File: config.mk
export PLATFORM = sky130hd
export DESIGN_NAME = keyed_runtime_profile_ewma_cache
export DESIGN_NICKNAME = d
export VERILOG_FILES = /design/src/rtl/krpec_pkg.sv /design/src/rtl/krpec_div.sv /design/src/rtl/keyed_runtime_profile_ewma_cache.sv
export SDC_FILE = /design/constraint.sdc
export NUM_CORES = 2
export LEC_CHECK = 0
export BUFFER_PORTS_ARGS = -buffer_cell sky130_fd_sc_hd__buf_4
export CORE_ASPECT_RATIO = 1.1
export CORE_MARGIN = 2
export CORE_UTILIZATION = 54
export CTS_CLUSTER_SIZE = 24
export DETAILED_ROUTE_END_ITERATION = 10
export HOLD_SLACK_MARGIN = 0.03
export PLACE_DENSITY = 0.72
export SETUP_SLACK_MARGIN = 0.15
export SLEW_MARGIN = 20
export SYNTH_ARGS = -nofsm -noshare
export SYNTH_HDL_FRONTEND = slang
export SYNTH_SLANG_ARGS = --single-unit
File: constraint.sdc
create_clock -name clk -period 26.2 [get_ports clk]
set_clock_uncertainty 0.15 [all_clocks]
set_input_delay 2.62 -clock clk [delete_from_list [all_inputs] [get_ports clk]]
set_output_delay 2.62 -clock clk [all_outputs]
set_load 0.05 [all_outputs]
File: src/rtl/krpec_pkg.sv
// ============================================================================
// krpec_pkg
// Shared types and constants for the keyed runtime profile EWMA cache.
// ============================================================================
package krpec_pkg;

    // Field widths of one transaction.
    localparam int KEY_W   = 32;
    localparam int RUN_W   = 32;
    localparam int TOT_W   = 64;
    localparam int CYC_W   = 32;
    localparam int SEEN_W  = 16;
    localparam int SMP_W   = 16;
    localparam int CONF_W  = 7;
    localparam int SHIFT_W = 5;

    // Result status codes.
    typedef enum logic [1:0] {
        ST_OK       = 2'd0,
        ST_ZERO_KEY = 2'd1,
        ST_NO_SLOT  = 2'd2
    } status_t;

    // Configuration register indexes.
    localparam logic REG_EWMA_SHIFT = 1'b0;
    localparam logic [SHIFT_W-1:0] EWMA_SHIFT_RESET = 5'd3;

    // Confidence scale.
    localparam logic [CONF_W-1:0] CONF_BASE = 7'd20;
    localparam logic [CONF_W-1:0] CONF_STEP = 7'd10;
    localparam logic [CONF_W-1:0] CONF_MAX  = 7'd80;
    localparam int CONF_SAT_SAMPLES = (80 - 20) / 10;

    // Bit-serial divider: one quotient bit per cycle.
    localparam int DIV_STEPS = TOT_W;
    localparam int DIV_CNT_W = $clog2(DIV_STEPS + 1);

    // Per-slot statistics held in the data memory.
    typedef struct packed {
        logic [TOT_W-1:0]  seen_cycles;
        logic [SEEN_W-1:0] seen_count;
        logic [SMP_W-1:0]  samples;
        logic [CYC_W-1:0]  avg_cycles;
    } slot_data_t;

endpackage

File: src/rtl/krpec_div.sv
// ============================================================================
// krpec_div
// Restoring bit-serial divider, 64-bit dividend by 16-bit nonzero divisor.
// ============================================================================
module krpec_div
(
    input  logic                              clk,
    input  logic                              rst_n,
    input  logic                              start,
    input  logic [krpec_pkg::TOT_W-1:0]       dividend,
    input  logic [krpec_pkg::SEEN_W-1:0]      divisor,
    output logic                              done,
    output logic [krpec_pkg::TOT_W-1:0]       quotient
);

    logic                              run_reg;
    logic [krpec_pkg::DIV_CNT_W-1:0]   cnt_reg;
    logic                              done_reg;
    logic [krpec_pkg::TOT_W-1:0]       dq_reg;
    logic [krpec_pkg::SEEN_W-1:0]      rem_reg;
    logic [krpec_pkg::SEEN_W-1:0]      dvs_reg;
    logic [krpec_pkg::SEEN_W:0]        trial;
    logic                              fits;

    assign trial = {rem_reg, dq_reg[krpec_pkg::TOT_W-1]};
    assign fits  = (trial >= {1'b0, dvs_reg});

    // Control state.
    always_ff @(posedge clk or negedge rst_n)
    begin
        if (!rst_n)
        begin
            run_reg  <= 1'b0;
            cnt_reg  <= '0;
            done_reg <= 1'b0;
        end
        else
        begin
            done_reg <= !start && run_reg && (cnt_reg == krpec_pkg::DIV_CNT_W'(1));
            if (start)
            begin
                run_reg <= 1'b1;
                cnt_reg <= krpec_pkg::DIV_CNT_W'(krpec_pkg::DIV_STEPS);
            end
            else if (run_reg)
            begin
                cnt_reg <= cnt_reg - 1'b1;
                if (cnt_reg == krpec_pkg::DIV_CNT_W'(1))
                begin
                    run_reg  <= 1'b0;
                end
            end
        end
    end

    // Datapath: the dividend shifts out as the quotient shifts in.
    always_ff @(posedge clk)
    begin
        if (start)
        begin
            dq_reg  <= dividend;
            rem_reg <= '0;
            dvs_reg <= divisor;
        end
        else if (run_reg)
        begin
            if (fits)
            begin
                rem_reg <= krpec_pkg::SEEN_W'(trial - {1'b0, dvs_reg});
                dq_reg  <= {dq_reg[krpec_pkg::TOT_W-2:0], 1'b1};
            end
            else
            begin
                rem_reg <= trial[krpec_pkg::SEEN_W-1:0];
                dq_reg  <= {dq_reg[krpec_pkg::TOT_W-2:0], 1'b0};
            end
        end
    end

    assign done     = done_reg;
    assign quotient = dq_reg;

endmodule

File: src/rtl/keyed_runtime_profile_ewma_cache.sv
// ============================================================================
// keyed_runtime_profile_ewma_cache
// Per-task runtime profile cache with a shift-based moving average.
// ============================================================================
// Usage: a transaction is accepted at a rising edge where start is high and
// busy is low. It carries a task key and that task's cumulative run count,
// cumulative cycle total and last run cycles. Exactly one result comes back
// on the result ports, marked by done for a single cycle; the receiver cannot
// stall, so the result must be captured in that cycle.
// A zero key is answered in the next cycle with busy staying low. Otherwise
// the block scans the key memory one slot per cycle up to the fill count,
// reads the slot's statistics, and, when both deltas are nonzero, runs a
// 64-step bit-serial divider. The divide and the slot scan, which grows with
// the fill count, set how long a transaction takes from acceptance to result;
// a key refused by a full table is answered after a scan of every slot.
// The ewma_shift register sits at byte address 0 of the APB port and must be
// written only while busy is low. Reset empties every slot at once by
// clearing the fill count; ewma_shift returns to 3.
// ============================================================================
module keyed_runtime_profile_ewma_cache
#(
    parameter int SLOT_COUNT = 8
)
(
    input  logic                             clk,
    input  logic                             rst_n,
    // Command channel
    input  logic                             start,
    output logic                             busy,
    input  logic [krpec_pkg::KEY_W-1:0]      task_key,
    input  logic [krpec_pkg::RUN_W-1:0]      run_count,
    input  logic [krpec_pkg::TOT_W-1:0]      cycle_total,
    input  logic [krpec_pkg::CYC_W-1:0]      last_run,
    // Result channel
    output logic                             done,
    output logic [1:0]                       status,
    output logic [krpec_pkg::CYC_W-1:0]      handler_estimate,
    output logic                             has_samples,
    output logic [krpec_pkg::SMP_W-1:0]      sample_total,
    output logic [krpec_pkg::CONF_W-1:0]     confidence,
    // Configuration port
    input  logic                             psel,
    input  logic                             penable,
    input  logic                             pwrite,
    input  logic [2:0]                       paddr,
    input  logic [31:0]                      pwdata,
    output logic [31:0]                      prdata,
    output logic                             pready
);

    localparam int IDX_W = (SLOT_COUNT > 1) ? $clog2(SLOT_COUNT) : 1;
    localparam int FIL_W = $clog2(SLOT_COUNT + 1);

    // Sequencer states, one-hot.
    typedef enum logic [8:0] {
        S_IDLE   = 9'b000000001,
        S_SEARCH = 9'b000000010,
        S_RDDATA = 9'b000000100,
        S_PREP   = 9'b000001000,
        S_DELTA  = 9'b000010000,
        S_DIV    = 9'b000100000,
        S_EWMA1  = 9'b001000000,
        S_EWMA2  = 9'b010000000,
        S_WRITE  = 9'b100000000
    } state_t;

    state_t state_reg, state_next;

    // Memories: slot keys and per-slot statistics. Entries at or above the
    // fill count were never claimed and are never trusted.
    logic [krpec_pkg::KEY_W-1:0] key_mem  [SLOT_COUNT];
    krpec_pkg::slot_data_t       data_mem [SLOT_COUNT];

    // Configuration.
    logic [krpec_pkg::SHIFT_W-1:0] ewma_shift_reg;
    logic                          cfg_wr;

    // Control.
    logic [FIL_W-1:0] fill_reg;
    logic [FIL_W-1:0] scan_reg;
    logic             cmp_vld_reg;
    logic [IDX_W-1:0] cmp_idx_reg;
    logic [IDX_W-1:0] slot_reg;
    logic             new_reg;
    logic             done_reg;

    // Transaction payload.
    logic [krpec_pkg::KEY_W-1:0]  key_reg;
    logic [krpec_pkg::RUN_W-1:0]  cnt_reg;
    logic [krpec_pkg::TOT_W-1:0]  tot_reg;
    logic [krpec_pkg::CYC_W-1:0]  last_reg;

    // Working data.
    logic [krpec_pkg::KEY_W-1:0]  key_rd_reg;
    krpec_pkg::slot_data_t        data_rd_reg;
    krpec_pkg::slot_data_t        cur_reg;
    logic [krpec_pkg::SEEN_W-1:0] cdelta_reg;
    logic [krpec_pkg::CYC_W-1:0]  hc_reg;
    logic [krpec_pkg::CYC_W-1:0]  diff_reg;
    logic                         ge_reg;

    // Result registers.
    krpec_pkg::status_t            status_reg;
    logic [krpec_pkg::CYC_W-1:0]   hcyc_reg;
    logic                          has_reg;
    logic [krpec_pkg::SMP_W-1:0]   smp_reg;
    logic [krpec_pkg::CONF_W-1:0]  conf_reg;

    // Combinational helpers.
    logic                          accept;
    logic                          scan_more;
    logic                          hit;
    logic                          miss;
    logic                          table_full;
    krpec_pkg::slot_data_t         base_data;
    logic                          went_back;
    logic [krpec_pkg::TOT_W-1:0]   ydelta;
    logic [krpec_pkg::SEEN_W-1:0]  cdelta;
    logic                          do_div;
    logic                          div_done;
    logic [krpec_pkg::TOT_W-1:0]   div_q;
    logic [krpec_pkg::CYC_W-1:0]   q_sat;
    logic [krpec_pkg::CYC_W-1:0]   step;
    logic [krpec_pkg::CYC_W-1:0]   avg_new;
    logic [krpec_pkg::SMP_W:0]     smp_sum;
    logic [krpec_pkg::SMP_W-1:0]   smp_new;
    logic [krpec_pkg::CONF_W-1:0]  conf_calc;

    assign accept     = start && (state_reg == S_IDLE);
    assign scan_more  = (scan_reg < fill_reg);
    assign hit        = cmp_vld_reg && (key_rd_reg == key_reg);
    assign miss       = !cmp_vld_reg && !scan_more;
    assign table_full = (fill_reg == FIL_W'(SLOT_COUNT));

    // A newly claimed slot starts from the reset contents.
    assign base_data = new_reg ? '0 : data_rd_reg;
    assign went_back = (cnt_reg < {{(krpec_pkg::RUN_W-krpec_pkg::SEEN_W){1'b0}},
                                   base_data.seen_count})
                    || (tot_reg < base_data.seen_cycles);

    assign cdelta = cnt_reg[krpec_pkg::SEEN_W-1:0] - cur_reg.seen_count;
    assign ydelta = tot_reg - cur_reg.seen_cycles;
    assign do_div = (cdelta != '0) && (tot_reg != cur_reg.seen_cycles);

    assign q_sat = (div_q[krpec_pkg::TOT_W-1:krpec_pkg::CYC_W] != '0)
                 ? '1 : div_q[krpec_pkg::CYC_W-1:0];

    assign step    = diff_reg >> ewma_shift_reg;
    assign avg_new = (cur_reg.avg_cycles == '0) ? hc_reg
                   : (ge_reg ? cur_reg.avg_cycles + step : cur_reg.avg_cycles - step);

    assign smp_sum = {1'b0, cur_reg.samples} + {1'b0, cdelta_reg};
    assign smp_new = smp_sum[krpec_pkg::SMP_W] ? '1 : smp_sum[krpec_pkg::SMP_W-1:0];

    // Confidence grows by a fixed step per sample until it saturates.
    always_comb
    begin
        if (cur_reg.samples == '0)
            conf_calc = '0;
        else if (cur_reg.samples >= krpec_pkg::SMP_W'(krpec_pkg::CONF_SAT_SAMPLES))
            conf_calc = krpec_pkg::CONF_MAX;
        else
            conf_calc = krpec_pkg::CONF_BASE
                      + krpec_pkg::CONF_STEP * {4'b0, cur_reg.samples[2:0]};
    end

    krpec_div u_div
    (
        .clk      (clk),
        .rst_n    (rst_n),
        .start    ((state_reg == S_DELTA) && do_div),
        .dividend (ydelta),
        .divisor  (cdelta),
        .done     (div_done),
        .quotient (div_q)
    );

    // Next-state logic.
    always_comb
    begin
        state_next = state_reg;
        case (state_reg)
            S_IDLE:
            begin
                if (accept && (task_key != '0))
                    state_next = S_SEARCH;
            end
            S_SEARCH:
            begin
                if (hit)
                    state_next = S_RDDATA;
                else if (miss)
                    state_next = table_full ? S_IDLE : S_RDDATA;
            end
            S_RDDATA: state_next = S_PREP;
            S_PREP:   state_next = S_DELTA;
            S_DELTA:  state_next = do_div ? S_DIV : S_WRITE;
            S_DIV:
            begin
                if (div_done)
                    state_next = S_EWMA1;
            end
            S_EWMA1:  state_next = S_EWMA2;
            S_EWMA2:  state_next = S_WRITE;
            S_WRITE:  state_next = S_IDLE;
            default:  state_next = S_IDLE;
        endcase
    end

    // Control registers.
    always_ff @(posedge clk or negedge rst_n)
    begin
        if (!rst_n)
        begin
            state_reg      <= S_IDLE;
            fill_reg       <= '0;
            scan_reg       <= '0;
            cmp_vld_reg    <= 1'b0;
            done_reg       <= 1'b0;
            ewma_shift_reg <= krpec_pkg::EWMA_SHIFT_RESET;
        end
        else
        begin
            state_reg   <= state_next;
            // The strobe follows a zero key, a refusal, or the write-back.
            done_reg    <= (accept && (task_key == '0))
                        || ((state_reg == S_SEARCH) && miss && table_full)
                        || (state_reg == S_WRITE);
            cmp_vld_reg <= (state_reg == S_SEARCH) && scan_more && !hit;
            if (cfg_wr)
                ewma_shift_reg <= pwdata[krpec_pkg::SHIFT_W-1:0];
            if (accept)
            begin
                scan_reg <= '0;
            end
            if (state_reg == S_SEARCH)
            begin
                if (scan_more)
                    scan_reg <= scan_reg + 1'b1;
                if (!hit && miss && !table_full)
                    fill_reg <= fill_reg + 1'b1;
            end
        end
    end

    // Key memory: read one slot per cycle during the scan, write on a claim.
    always_ff @(posedge clk)
    begin
        if ((state_reg == S_SEARCH) && scan_more)
            key_rd_reg <= key_mem[scan_reg[IDX_W-1:0]];
        if ((state_reg == S_SEARCH) && !hit && miss && !table_full)
            key_mem[fill_reg[IDX_W-1:0]] <= key_reg;
    end

    // Data memory: one read and one write-back per transaction that owns a slot.
    always_ff @(posedge clk)
    begin
        if (state_reg == S_RDDATA)
            data_rd_reg <= data_mem[slot_reg];
        if (state_reg == S_WRITE)
            data_mem[slot_reg] <= cur_reg;
    end

    // Datapath registers.
    always_ff @(posedge clk)
    begin
        cmp_idx_reg <= scan_reg[IDX_W-1:0];
        if (accept)
        begin
            key_reg  <= task_key;
            cnt_reg  <= run_count;
            tot_reg  <= cycle_total;
            last_reg <= last_run;
            if (task_key == '0)
            begin
                status_reg <= krpec_pkg::ST_ZERO_KEY;
                hcyc_reg   <= '0;
                has_reg    <= 1'b0;
                smp_reg    <= '0;
                conf_reg   <= '0;
            end
        end
        case (state_reg)
            S_SEARCH:
            begin
                if (hit)
                begin
                    slot_reg <= cmp_idx_reg;
                    new_reg  <= 1'b0;
                end
                else if (miss)
                begin
                    slot_reg <= fill_reg[IDX_W-1:0];
                    new_reg  <= 1'b1;
                    if (table_full)
                    begin
                        status_reg <= krpec_pkg::ST_NO_SLOT;
                        hcyc_reg   <= '0;
                        has_reg    <= 1'b0;
                        smp_reg    <= '0;
                        conf_reg   <= '0;
                    end
                end
            end
            S_PREP:
            begin
                // A counter that went backwards restarts the slot's history.
                cur_reg <= went_back ? '0 : base_data;
            end
            S_DELTA:
            begin
                cdelta_reg <= cdelta;
            end
            S_DIV:
            begin
                if (div_done)
                    hc_reg <= q_sat;
            end
            S_EWMA1:
            begin
                ge_reg   <= (hc_reg >= cur_reg.avg_cycles);
                diff_reg <= (hc_reg >= cur_reg.avg_cycles) ? hc_reg - cur_reg.avg_cycles
                                                           : cur_reg.avg_cycles - hc_reg;
            end
            S_EWMA2:
            begin
                cur_reg.avg_cycles  <= avg_new;
                cur_reg.samples     <= smp_new;
                cur_reg.seen_cycles <= tot_reg;
                cur_reg.seen_count  <= cnt_reg[krpec_pkg::SEEN_W-1:0];
            end
            S_WRITE:
            begin
                status_reg <= krpec_pkg::ST_OK;
                hcyc_reg   <= (last_reg > cur_reg.avg_cycles) ? last_reg
                                                              : cur_reg.avg_cycles;
                has_reg    <= (cur_reg.samples != '0);
                smp_reg    <= cur_reg.samples;
                conf_reg   <= conf_calc;
            end
            default:
            begin
            end
        endcase
    end

    // APB register access.
    assign cfg_wr = psel && penable && pwrite && (paddr[2] == krpec_pkg::REG_EWMA_SHIFT);
    assign prdata = (paddr[2] == krpec_pkg::REG_EWMA_SHIFT)
                  ? {{(32-krpec_pkg::SHIFT_W){1'b0}}, ewma_shift_reg} : '0;
    assign pready = 1'b1;

    // Outputs.
    assign busy             = (state_reg != S_IDLE);
    assign done             = done_reg;
    assign status           = status_reg;
    assign handler_estimate = hcyc_reg;
    assign has_samples      = has_reg;
    assign sample_total     = smp_reg;
    assign confidence       = conf_reg;

endmodule

==> results list <==
- A synthesized cell averages 14.0 µm².
- Summing all non-filler instances in the final layout gives an area of 99600 µm².
- Final-report hold violation count: 0
- The first routing iteration left 6252 violations.
- Die outline height: 429 µm
- For the pin with the worst max-slew slack, the measured transition is 1130 ps.
* First-pass GRT wire length: 349000 µm
* Area grow syn2layout: 12.1%
- Weighted congestion at the end of routability-driven global placement: 0.930
- Highest ir drop seen on vdd: 0.0695 mV
* Critical path required time: 26730 ps
- Cell area after placement: 92800 µm²
- Starting density of the core: 54.2%
- In the synthesized netlist, mux cells make up 4.06% of the area.
- Cts repair resizes: 0
- Count of mapped cells out of synthesis: 6338
- The H-tree was split into 4 levels.
- Delay of the slowest critical-path stage: 700 ps
* YS warnings: 0
* Number of antenna repair diodes: 0
- The total overflow left after global routing is 0.
* Clk network pwr share: 43.2%
* Setup repair after global routing missed its margin: no
- Worst path most repeated cell: a21oi_1
- In this run the remaining antenna-violating nets after routing total 0.
* Setup TNS: 0 ps
- In this run the count of I/O pins placed on the die edge is 294.
* Final total power: 6.75 mW
* Clock tree root driver cell: clkbuf_16
* Peak clock frequency supported by timing: 128 MHz
- Number of antenna violations at the first check in global routing: 3
- Max transition margin: 24.1%
- Using the TritonRoute via totals, the vias-per-cell ratio works out to 6.41.
- TritonCTS built the clock tree.
* Input/output buffers: 236
- Critical Path Start Type: flop
- Count of endpoints failing setup in the final report: 0
* Total global routing track utilization: 27.7%
- Dominant combinational cell family by area after synthesis: compound AO/OA/AOI/OAI gates
- Buffers inserted during post-CTS setup optimization: 0
- Once detailed placement completed, the half-perimeter wirelength came to 143000 µm.
- The post-route netlist has 12.7% of its cells at a drive strength greater than 1.
* Post-synthesis register bit count: 2003
- Combinational fraction of design power: 5.7%
- After clock tree synthesis, the flow added hold-fix buffers numbering 0.
* Site Rows: 156
- Leakage: 38.6 nW
* Synth Cell Area: 88800 µm²
* Clock transition at path regs: 70 ps
- For this run, asynchronously set or reset flops after synthesis account for 1.65%.
- Via Count: 56.7k
- Sequential cells were found to cover 66.7% of the synthesized design area.
* Post-synthesis compound-gate area fraction: 12.1%
- Predominant post-synthesis flop cell: edfxtp_1
* Crit path kind: flop to flop
* Maximum fanout count along the critical path: 56
- Total detailed-routing wirelength: 236000 µm
- Final Net Count: 7092
- In this run the horizontal extent of the chip is 391 µm.
* Cell family with most CP delay: compound AO/OA/AOI/OAI gates
- Simple-Gate Fraction of Synth Area: 7.49%
* Number of optimization iterations in the first detailed-route pass: 6
- The number of buffers and inverters on the critical path is 1.
- Psw: 1.46 mW
- The core region is 164000 µm².
- Clock latency on the worst-skew pair, taken at its later pin, is 850 ps.
- Number of buffers added by the clock tree synthesis step: 196
- Entering global routing, the biggest net connects 129 pins.
- The tree built by TritonCTS fans out to 2003 sinks.
- Adder-cell share of the synthesized area: 4.87%
- Residual DRC: 0
* Internal power summed over all cells: 5.30 mW
* Number of enable flip-flop cells after synthesis: 1893
* Slowest cell on the critical path: mux4_1
- In the layout the commonest cells are 1893 x edfxtp_1, 521 x a22oi_1, 407 x nand2_1.
* Most common library cell in the layout ignoring fill and taps: edfxtp_1
- Register with the highest flop count: data_mem
- Sw frac: 21.6%
* Cell chain of the critical path: buf_4 > mux4_1 > mux4_2 > a221o_1 > nor3_2 > nand4_1 > nor3_1 > a21oi_1 > xnor2_1 > ha_1 > and4_1 > and2_1 > a311oi_1 > a21oi_1 > a21oi_1 > a31oi_1 > a41o_1 > or4b_2 > a31oi_1 > a21oi_1 > o21ai_0
- Dividing total power by cell area gives a power density of 67.8 nW/µm².
* Post-layout util: 60.8%
* Die area: 168000 µm²
- Cell Count Post-Placement: 8484
- In the final routed layout, each cell accounts on average for 26.6 µm.
- Number of flip-flops in the largest register: 1024
- Of the total synthesized cell area, the portion taken by XOR and XNOR cells is 2.06%.
- Critical path arrival: 8350 ps
- The via count of the first global-routing pass was 55.5k.
- The flow ran to the end, and the final reports show no timing, DRC or antenna violations.
- The tightest min-delay check is of the flop to flop type.
- Yosys mapped the design onto 92 distinct sky130hd cell types.
* Min Tclk post-route: 7820 ps
* Pins over their slew limit: 0
- Layout Cells excl Fill: 8853
- In this run the deepest clock path goes through 3 buffers.
- Max-Cap Viols: 0
- Crit end category: flop
* Ratio of final minimum period to clock period: 29.8%
- Fraction of power consumed by sequential logic: 51.1%
-- worst reg2reg max path, stage by stage, from the launching register on --
cell and delay [ps]:
dfstp_2 520, buf_4 600, mux4_1 750, mux4_2 580, a221o_1 440, nor3_2 290
nand4_1 160, nor3_1 480, a21oi_1 160, xnor2_1 350, ha_1 370, and4_1 220
and2_1 170, a311oi_1 420, a21oi_1 180, a21oi_1 230, a31oi_1 220, a41o_1 350
or4b_2 620, a31oi_1 210, a21oi_1 60, o21ai_0 160
-- cells by family (layout without fill, tap and decap cells) --
family,after synthesis,in the layout
flip-flops,2003,2003
AO/OA/AOI/OAI,1642,1642
AND/OR/NAND/NOR,1320,1320
buffers and inverters,592,948
adder cells (fa/ha/maj),341,341
multiplexers,229,229
XOR/XNOR,209,209
other,2,28
-- cell type report --
cell class                 instances  area, µm²
timing repair buffer             324       2520
inverter                         256        968
tap                             2133       2670
multi-input combinational       3769      27500
sequential                      2003      59200
fill                           12200      64200
clock inverter                   119       1480
clock buffer                     249       5230
-- per-stage QoR --
step | hold WS, ps | worst slack (ps)
2_1_floorplan | 219 | 14680
3_3_place_gp | 287 | 18550
3_5_place_dp | 294 | 18510
4_1_cts | 303 | 18460
5_1_grt | 320 | 17990
6_report | 299 | 18380
-- power by group through the flow --
stage	Sequential (mW)	Combinational, mW	Clock [mW]
finish	3.45	0.385	2.91
global route	3.45	0.419	3.08
CTS	3.45	0.378	2.95
detailed placement	3.52	0.375	0
global placement	3.52	0.373	0
floorplan	3.52	0.277	0
-- worst paths after layout --
| kind | start | end | slack, ps | cells past startpoint |
|---|---|---|---|---|
| max in group asynchronous | rst_n | scan_reg[0] | 23820 | 1 |
| min in group asynchronous | rst_n | ewma_shift_reg[3] | 1610 | 1 |
| worst min register to register | status[1] | status[1] | 300 | 2 |
| worst min-delay path | status[1] | status[1] | 300 | 2 |
| worst max register to register | ewma_shift_reg[1] | cur_reg[26] | 18380 | 21 |
| worst max-delay path | ewma_shift_reg[1] | cur_reg[26] | 18380 | 21 |
-- Yosys cell counts, types with 12 or more instances --
cell type	n	area, µm²
buf_4	32	240
nor2_1	221	830
xnor2_1	117	1020
o21a_1	38	285
nand4_1	208	1300
and3_1	29	181
o211ai_1	18	135
dfrtp_1	30	751
nor3_1	70	350
buf_2	16	80.1
mux2i_1	78	781
mux4_2	98	2210
a22oi_1	521	3910
o31ai_1	21	158
or3_1	50	313
a31oi_1	41	257
edfxtp_1	1893	56800
nand2b_1	104	651
a21oi_1	304	1520
nor2b_1	31	194
o21bai_1	43	323
a22o_1	30	263
inv_1	252	946
clkbuf_1	256	961
nand2_1	410	1540
a21o_1	103	773
buf_1	31	116
or2_2	12	75.1
and2_1	23	144
xor2_1	92	806
o21ai_0	373	1870
a41oi_1	12	105
mux2_2	52	586
dfxtp_1	77	1540
ha_1	334	4180
nor4_1	60	375
a211oi_1	26	195
a21boi_0	12	90.1
nand3_1	48	240
-- per-layer routing --
| metal | wire [µm] | up-vias | track usage [%] |
|---|---|---|---|
| li1 | - | 25100 | - |
| met1 | 94100 | 28500 | 38.0 |
| met2 | 113000 | 2711 | 45.3 |
| met3 | 20200 | 439 | 4.41 |
| met4 | 8090 | 4 | 9.47 |
| met5 | 27 | - | 0 |
Power figures use the tool's default switching activity.
